### config.mk
export PLATFORM = sky130hd
export DESIGN_NAME = infix_expression_evaluator
export DESIGN_NICKNAME = d
export VERILOG_FILES = /design/src/sv/iee_pkg.sv /design/src/sv/iee_divider.sv /design/src/sv/infix_expression_evaluator.sv
export SDC_FILE = /design/constraint.sdc
export NUM_CORES = 2
export LEC_CHECK = 0
export BUFFER_PORTS_ARGS = -buffer_cell sky130_fd_sc_hd__buf_2
export CAP_MARGIN = 30
export CORE_MARGIN = 2
export CORE_UTILIZATION = 30
export CTS_BUF_LIST = sky130_fd_sc_hd__clkbuf_4 sky130_fd_sc_hd__clkbuf_8 sky130_fd_sc_hd__clkbuf_16
export DETAILED_ROUTE_END_ITERATION = 8
export PLACE_DENSITY = 0.53
export SKIP_CTS_REPAIR_TIMING = 1
export SYNTH_ARGS = -nofsm -noshare
export SYNTH_HDL_FRONTEND = slang
export SYNTH_SLANG_ARGS = --single-unit
### constraint.sdc
create_clock -name clk_i -period 8.5 [get_ports clk_i]
set_input_delay 1.7 -clock clk_i [delete_from_list [all_inputs] [get_ports clk_i]]
set_output_delay 1.7 -clock clk_i [all_outputs]
set_load 0.01 [all_outputs]
### src/sv/iee_pkg.sv
// Shared definitions for the infix expression evaluator.
// Holds the data path width, character codes, operator codes and the divider response type.
// Depends on nothing.
`timescale 1ns / 1ps
`default_nettype none

package iee_pkg;

  // Width of the internal arithmetic. The result port always carries 32 bits.
  localparam int DATA_WIDTH = 32;
  localparam int OUT_WIDTH  = 32;
  localparam int CNT_WIDTH  = $clog2(DATA_WIDTH);

  // Character codes that steer the parser.
  localparam logic [7:0] CHAR_0     = 8'h30;
  localparam logic [7:0] CHAR_9     = 8'h39;
  localparam logic [7:0] CHAR_SPACE = 8'h20;
  localparam logic [7:0] CHAR_PLUS  = 8'h2B;
  localparam logic [7:0] CHAR_MINUS = 8'h2D;
  localparam logic [7:0] CHAR_STAR  = 8'h2A;
  localparam logic [7:0] CHAR_SLASH = 8'h2F;

  // Pending multiplicative operator of the current term.
  localparam logic [1:0] OP_NONE = 2'd0;
  localparam logic [1:0] OP_MUL  = 2'd1;
  localparam logic [1:0] OP_DIV  = 2'd2;

  // Result of one division, valid in the cycle that done is high.
  typedef struct packed {
    logic                  done;
    logic                  div_zero;
    logic [DATA_WIDTH-1:0] quotient;
  } div_rsp_t;

endpackage

`default_nettype wire

### src/sv/iee_divider.sv
// Iterative signed divider, one quotient bit per cycle, truncating toward zero.
// Depends on iee_pkg for the data width and the response type.
`timescale 1ns / 1ps
`default_nettype none

module iee_divider
  import iee_pkg::*;
(
  input  wire logic                  clk_i,
  input  wire logic                  rst_ni,
  input  wire logic                  start_i,
  input  wire logic [DATA_WIDTH-1:0] dividend_i,
  input  wire logic [DATA_WIDTH-1:0] divisor_i,
  output      div_rsp_t              rsp_o
);

  logic                  busy_q, busy_d;
  logic                  fin_q, fin_d;
  logic                  dz_q, dz_d;
  logic                  neg_q, neg_d;
  logic [CNT_WIDTH-1:0]  cnt_q, cnt_d;
  logic [DATA_WIDTH-1:0] quo_q, quo_d;
  logic [DATA_WIDTH-1:0] rem_q, rem_d;
  logic [DATA_WIDTH-1:0] den_q, den_d;

  logic [DATA_WIDTH-1:0] mag_a, mag_b;
  logic [DATA_WIDTH:0]   rem_shift;
  logic                  fits;

  // Operand magnitudes; the most negative value keeps its bit pattern, which
  // is its correct unsigned magnitude.
  assign mag_a = dividend_i[DATA_WIDTH-1] ? (~dividend_i + 1'b1) : dividend_i;
  assign mag_b = divisor_i[DATA_WIDTH-1]  ? (~divisor_i + 1'b1)  : divisor_i;

  // One restoring step: bring down the next dividend bit and try a subtract.
  assign rem_shift = {rem_q, quo_q[DATA_WIDTH-1]};
  assign fits      = rem_shift >= {1'b0, den_q};

  // Step sequencing.
  always_comb begin
    busy_d = busy_q;
    fin_d  = 1'b0;
    dz_d   = dz_q;
    neg_d  = neg_q;
    cnt_d  = cnt_q;
    quo_d  = quo_q;
    rem_d  = rem_q;
    den_d  = den_q;
    if (start_i) begin
      neg_d = dividend_i[DATA_WIDTH-1] ^ divisor_i[DATA_WIDTH-1];
      rem_d = '0;
      den_d = mag_b;
      cnt_d = CNT_WIDTH'(DATA_WIDTH - 1);
      if (mag_b == '0) begin
        dz_d  = 1'b1;
        quo_d = '0;
        fin_d = 1'b1;
      end else begin
        dz_d   = 1'b0;
        quo_d  = mag_a;
        busy_d = 1'b1;
      end
    end else if (busy_q) begin
      if (fits) begin
        rem_d = DATA_WIDTH'(rem_shift - {1'b0, den_q});
      end else begin
        rem_d = rem_shift[DATA_WIDTH-1:0];
      end
      quo_d = {quo_q[DATA_WIDTH-2:0], fits};
      if (cnt_q == '0) begin
        busy_d = 1'b0;
        fin_d  = 1'b1;
      end else begin
        cnt_d = cnt_q - 1'b1;
      end
    end
  end

  // Control state.
  always_ff @(posedge clk_i or negedge rst_ni) begin
    if (!rst_ni) begin
      busy_q <= 1'b0;
      fin_q  <= 1'b0;
    end else begin
      busy_q <= busy_d;
      fin_q  <= fin_d;
    end
  end

  // Data path registers.
  always_ff @(posedge clk_i) begin
    dz_q  <= dz_d;
    neg_q <= neg_d;
    cnt_q <= cnt_d;
    quo_q <= quo_d;
    rem_q <= rem_d;
    den_q <= den_d;
  end

  // Apply the sign in the finishing cycle. A zero quotient stays zero.
  always_comb begin
    rsp_o.done     = fin_q;
    rsp_o.div_zero = dz_q;
    rsp_o.quotient = neg_q ? (~quo_q + 1'b1) : quo_q;
  end

endmodule

`default_nettype wire

### src/sv/infix_expression_evaluator.sv
// Top level of the infix expression evaluator: character parser, term sequencer, result register.
// Depends on iee_pkg and instantiates iee_divider.
//
// Usage:
//   The slave stream takes one ASCII character per transfer in s_axis_tdata.
//   Digits build a decimal number, spaces are skipped, + - * / combine numbers
//   with the usual precedence, and any other character ends the expression.
//   At the end the master stream offers one transfer: the 32-bit result and a
//   flag for a division by zero, after which the evaluator starts afresh.
//   A digit or a space leaves s_axis_tready high, so the next character can be
//   taken in the following cycle. An operator or end character passes through
//   S_FOLD and S_POST, with S_DIVW between them while it folds a pending
//   division in the divider, which produces one quotient bit per cycle. A multiply
//   uses a single multiplier. s_axis_tready is low while a character is being
//   worked off. The result register lets the next expression's characters be
//   taken while it waits; only a second end character stalls until the first
//   result has been transferred.
//   Reset clears all expression state and drops m_axis_tvalid.
`timescale 1ns / 1ps
`default_nettype none

module infix_expression_evaluator
  import iee_pkg::*;
(
  input  wire logic        clk_i,
  input  wire logic        rst_ni,
  // Slave stream. tdata: [7:0] char_code.
  input  wire logic        s_axis_tvalid,
  output      logic        s_axis_tready,
  input  wire logic [7:0]  s_axis_tdata,
  // Master stream. tdata: [31:0] value, [32] div_zero, [39:33] zero.
  output      logic        m_axis_tvalid,
  input  wire logic        m_axis_tready,
  output      logic [39:0] m_axis_tdata
);

  // Sequencer states.
  localparam logic [1:0] S_IDLE = 2'd0;
  localparam logic [1:0] S_FOLD = 2'd1;
  localparam logic [1:0] S_DIVW = 2'd2;
  localparam logic [1:0] S_POST = 2'd3;

  // What the accepted non-digit character asks for once the number is folded.
  localparam logic [2:0] K_MUL = 3'd0;
  localparam logic [2:0] K_DIV = 3'd1;
  localparam logic [2:0] K_ADD = 3'd2;
  localparam logic [2:0] K_SUB = 3'd3;
  localparam logic [2:0] K_END = 3'd4;

  logic [1:0]            state_q, state_d;
  logic [2:0]            kind_q, kind_d;
  logic [DATA_WIDTH-1:0] sum_q, sum_d;
  logic                  sub_q, sub_d;
  logic [DATA_WIDTH-1:0] prod_q, prod_d;
  logic [1:0]            op_q, op_d;
  logic [DATA_WIDTH-1:0] num_q, num_d;
  logic                  err_q, err_d;
  logic                  out_valid_q, out_valid_d;
  logic [OUT_WIDTH-1:0]  out_value_q, out_value_d;
  logic                  out_dz_q, out_dz_d;

  logic                  accept;
  logic                  is_digit;
  logic [DATA_WIDTH-1:0] digit;
  logic [DATA_WIDTH-1:0] new_sum;
  logic [DATA_WIDTH+OUT_WIDTH-1:0] sum_ext;
  logic                  div_start;
  div_rsp_t              div_rsp;

  assign s_axis_tready = (state_q == S_IDLE);
  assign accept        = s_axis_tvalid && s_axis_tready;
  assign is_digit      = (s_axis_tdata >= CHAR_0) && (s_axis_tdata <= CHAR_9);
  assign digit         = DATA_WIDTH'(s_axis_tdata - CHAR_0);

  // Term applied to the running sum, and its low 32 bits zero-extended.
  assign new_sum = sub_q ? (sum_q - prod_q) : (sum_q + prod_q);
  assign sum_ext = {{OUT_WIDTH{1'b0}}, new_sum};

  iee_divider u_divider (
    .clk_i      (clk_i),
    .rst_ni     (rst_ni),
    .start_i    (div_start),
    .dividend_i (prod_q),
    .divisor_i  (num_q),
    .rsp_o      (div_rsp)
  );

  // Sequencer and expression state update.
  always_comb begin
    state_d     = state_q;
    kind_d      = kind_q;
    sum_d       = sum_q;
    sub_d       = sub_q;
    prod_d      = prod_q;
    op_d        = op_q;
    num_d       = num_q;
    err_d       = err_q;
    out_valid_d = out_valid_q && !m_axis_tready;
    out_value_d = out_value_q;
    out_dz_d    = out_dz_q;
    div_start   = 1'b0;

    case (state_q)
      S_IDLE: begin
        if (accept) begin
          if (is_digit) begin
            num_d = (num_q << 3) + (num_q << 1) + digit;
          end else if (s_axis_tdata != CHAR_SPACE) begin
            state_d = S_FOLD;
            if (s_axis_tdata == CHAR_STAR) begin
              kind_d = K_MUL;
            end else if (s_axis_tdata == CHAR_SLASH) begin
              kind_d = K_DIV;
            end else if (s_axis_tdata == CHAR_PLUS) begin
              kind_d = K_ADD;
            end else if (s_axis_tdata == CHAR_MINUS) begin
              kind_d = K_SUB;
            end else begin
              kind_d = K_END;
            end
          end
        end
      end
      // Fold the number into the term using the pending operator.
      S_FOLD: begin
        num_d = '0;
        case (op_q)
          OP_MUL: begin
            prod_d  = DATA_WIDTH'(prod_q * num_q);
            state_d = S_POST;
          end
          OP_DIV: begin
            div_start = 1'b1;
            num_d     = num_q;
            state_d   = S_DIVW;
          end
          default: begin
            prod_d  = num_q;
            state_d = S_POST;
          end
        endcase
      end
      // Wait for the divider to finish.
      S_DIVW: begin
        if (div_rsp.done) begin
          prod_d  = div_rsp.quotient;
          num_d   = '0;
          err_d   = err_q || div_rsp.div_zero;
          state_d = S_POST;
        end
      end
      // Record the new operator, apply the term, or emit the result.
      S_POST: begin
        case (kind_q)
          K_MUL: begin
            op_d    = OP_MUL;
            state_d = S_IDLE;
          end
          K_DIV: begin
            op_d    = OP_DIV;
            state_d = S_IDLE;
          end
          K_ADD, K_SUB: begin
            sum_d   = new_sum;
            prod_d  = '0;
            op_d    = OP_NONE;
            sub_d   = (kind_q == K_SUB);
            state_d = S_IDLE;
          end
          default: begin
            if (!out_valid_q || m_axis_tready) begin
              out_valid_d = 1'b1;
              out_value_d = sum_ext[OUT_WIDTH-1:0];
              out_dz_d    = err_q;
              sum_d       = '0;
              sub_d       = 1'b0;
              prod_d      = '0;
              op_d        = OP_NONE;
              num_d       = '0;
              err_d       = 1'b0;
              state_d     = S_IDLE;
            end
          end
        endcase
      end
      default: begin
        state_d = S_IDLE;
      end
    endcase
  end

  // Control and expression state.
  always_ff @(posedge clk_i or negedge rst_ni) begin
    if (!rst_ni) begin
      state_q     <= S_IDLE;
      sum_q       <= '0;
      sub_q       <= 1'b0;
      prod_q      <= '0;
      op_q        <= OP_NONE;
      num_q       <= '0;
      err_q       <= 1'b0;
      out_valid_q <= 1'b0;
    end else begin
      state_q     <= state_d;
      sum_q       <= sum_d;
      sub_q       <= sub_d;
      prod_q      <= prod_d;
      op_q        <= op_d;
      num_q       <= num_d;
      err_q       <= err_d;
      out_valid_q <= out_valid_d;
    end
  end

  // Payload registers.
  always_ff @(posedge clk_i) begin
    kind_q      <= kind_d;
    out_value_q <= out_value_d;
    out_dz_q    <= out_dz_d;
  end

  assign m_axis_tvalid = out_valid_q;
  assign m_axis_tdata  = {7'b0, out_dz_q, out_value_q};

endmodule

`default_nettype wire

==> results.yml <==
status:
  status: "complete, no violations"
placement:
  placed_cell_area_um2: 35600
  dp_slack_ns: 0.741
  io_buffers: 46
  dp_hpwl_um: 82300
  place.gp.congestion: 0.939
yosys:
  synth.avg_cell_area_um2: 8.92
  synth_top_flop_cell: "dfrtp_1"
  synthAdderAreaFrac: 0.347
  ys_seq_area_frac: 0.192
  synth_top_family_by_area: "adder cells"
  synth-compound-area-share: 0.122
  synth_most_common_cell: "nand2_1"
  ys_top_cells_by_count: "nand2_1 (492), inv_1 (474), fa_1 (439), and2_1 (305), ha_1 (228)"
  yosysWarnings: 0
  synth_top_area_share: 0.262
  netlist_area_um2: 33600
  synth_cell_types: 92
  synth_area_leaders: "fa_1 (26%), edfxtp_1 (9.1%), ha_1 (8.5%)"
  synth_xor_area_frac: 0.0728
  synth_seq_cells: 244
  muxShareOfSynthArea: 0.00485
  synthArstFlopShare: 0.430
  syn_inst: 3762
  yosysTopAreaCell: "fa_1"
  synth_edf_count: 102
  yosys.area_share.simple: 0.180
timing:
  finClkSkew_ns: 0.0230
  max_freq_mhz: 129
  slew_headroom: 0.341
  worstMarginPinSlew_ns: 0.989
  fin_setup_tns_ns: 0
  setup_viol: 0
  grt_setup_unrepaired: "no"
  worst_slack_ns: 0.723
  finalHoldViolCount: 0
  timing.final.crit_share: 0.915
  timing.final.crit_period_ns: 7.78
  slew_viol_final: 0
final_layout:
  drive_gt1_frac: 0.0669
  fillers: 11700
  syn_to_final_growth_pct: 9.44
  fin_area_um2: 36700
  multiInputGateArea_um2: 24500
  seqCellArea_um2: 6430
  finalNetCount: 4405
  utilization: 0.331
power:
  total_power_w: 0.0157
  ir_drop_mv: 0.247
  power_density_nw_per_um2: 427
  p_leak_nw: 16.7
route:
  detail_route.iter0.violations: 2197
  ant_nets: 0
  route.detailed.drc: 0
  viasPerCell: 5.04
  wl_per_cell_um: 20.6
  vias: 26400
  firstDrtPassIters: 6
  routed_wl_um: 108000
critical_path:
  crit_fanout: 20
  cp-start-kind: "flip-flop"
  crit_type: "flip-flop to flip-flop"
  worstPathArrival_ns: 8.32
  required_ns: 9.04
  cp-end-kind: "flip-flop"
clock_tree:
  tritoncts: "built"
  cts_root_buf: "clkbuf_16"
  cts.sinks: 244
  h-tree-depth: 1
  numCtsBuffers: 30
  path_clk_slew_ns: 0.07
  insertion_delay_ns: 0.63
  cts_max_path_buffers: 3
flow_run:
  max-cap-violations: 0
global_routing:
  track_usage: 0.189
  antenna_found_initial: 4
  grt_pass1_vias: 26900
  grt_max_degree: 88
  grt-ovfl-total: 0
  grt_first_pass_wirelength_um: 168000
floorplanning:
  dieArea_um2: 115000
  core_area_um2: 111000
  die_w_um: 338
  rows: 122
  start_util: 0.303
  chipHeight_um: 338
  ios: 54
hold_path:
  min_path_type: "flip-flop to flip-flop"
## placed cells by master, fill, tap and decap left out, types with 12 or more instances in the layout
cell type  Yosys  routed
inv_1        474     474
a22o_1        35      35
nand2b_1      30      30
a221oi_1      14      14
nor2_1       172     171
mux2i_1       14      14
and3_1        13      13
clkbuf_16      0      33
nor4_1        15      15
edfxtp_1     102     102
buf_2          2      45
fa_1         439     439
o211ai_1      13      13
nand2_1      492     492
xor2_1        93      93
o21ai_0      151     151
o21a_1        25      25
nor2b_1       22      22
buf_4          9     108
nor3_1        51      50
o31ai_1       62      62
or4_1         12      12
a21oi_1      136     136
a31oi_1       35      35
ha_1         228     228
and2_1       305     305
dfrtp_1      105     102
nand3_1       39      39
or3_1         25      25
a211oi_1      12      12
dfxtp_1       37      37
a21o_1        35      35
xnor2_1      186     186
## worst paths after layout
| kind | cells past startpoint | endpoint | slack (ns) | from |
|---|---|---|---|---|
| setup reg to reg | 21 | prod_q[31]$_DFFE_PN0P_ | 0.72 | prod_q[6]$_DFFE_PN0P_ |
| min in group asynchronous | 1 | num_q[22]$_DFFE_PN0P_ | 1.19 | rst_ni |
| setup / recovery | 21 | prod_q[31]$_DFFE_PN0P_ | 0.72 | prod_q[6]$_DFFE_PN0P_ |
| hold reg to reg | 2 | u_divider.cnt_q[4]$_SDFFE_PP1P_ | 0.47 | u_divider.cnt_q[4]$_SDFFE_PP1P_ |
| hold / removal | 2 | u_divider.cnt_q[4]$_SDFFE_PP1P_ | 0.47 | u_divider.cnt_q[4]$_SDFFE_PP1P_ |
| max in group asynchronous | 2 | prod_q[2]$_DFFE_PN0P_ | 5.94 | rst_ni |
## power breakdown
part	switching, W	leakage, nW	internal [W]
logic	0.00716	13.5	0.00445
registers	0.000728	2.67	0.00187
clock network	0.000614	0.530	0.000849
total	0.00850	16.7	0.00717
## per-stage QoR
step / hold WS (ns) / instances
finish: 0.467 / 5239
global route: 0.494 / 5238
CTS: 0.473 / 5238
detailed placement: 0.464 / 5182
global placement: 0.445 / 5182
floorplan: 0.433 / 3768
## cell families after synthesis
family / count (synthesis)
other cells: 1
fa+ha+maj: 667
mux: 16
simple gates: 1228
flops: 244
compound gates: 622
buf+inv: 705
xor+xnor: 279
## state kept, by name (all words and copies together) (netlist names), 3 cells and up
name,count
prod_q,32
num_q,32
u_divider.rem_q,32
kind_q,3
u_divider.cnt_q,5
u_divider.den_q,32
sum_q,32
u_divider.quo_q,32
out_value_q,32
## worst max-delay path: stages (launching register included)
cell,delay (ns)
dfrtp_1,0.99
and2_1,0.25
fa_1,0.44
fa_1,0.52
inv_1,0.05
fa_1,0.47
inv_1,0.05
fa_1,0.42
fa_1,0.49
fa_1,0.57
fa_1,0.44
fa_1,0.46
ha_1,0.43
and3_1,0.22
a31oi_1,0.21
or4b_2,0.60
o221ai_1,0.27
o21ai_0,0.21
a31oi_1,0.23
xnor2_1,0.14
nand2_1,0.07
a21oi_1,0.15
## layout make-up
cell class | instances | share of cell area
Multi-Input combinational cell | 2819 | 0.666
Tap cell | 1488 | 0.0507
Timing Repair Buffer | 155 | 0.0293
Antenna cell | 1 | 0.0000681
Clock buffer | 37 | 0.0233
Clock inverter | 19 | 0.00698
Inverter | 476 | 0.0487
Sequential cell | 244 | 0.175
## per-layer routing
metal	share of wire	up-vias	global-route usage
met5	0.00012	-	0
met4	0.038	2	0.0614
met3	0.062	188	0.0278
met2	0.46	768	0.304
met1	0.44	13300	0.261
li1	-	12200	-
Note: power is estimated with default switching activity, not from simulation.
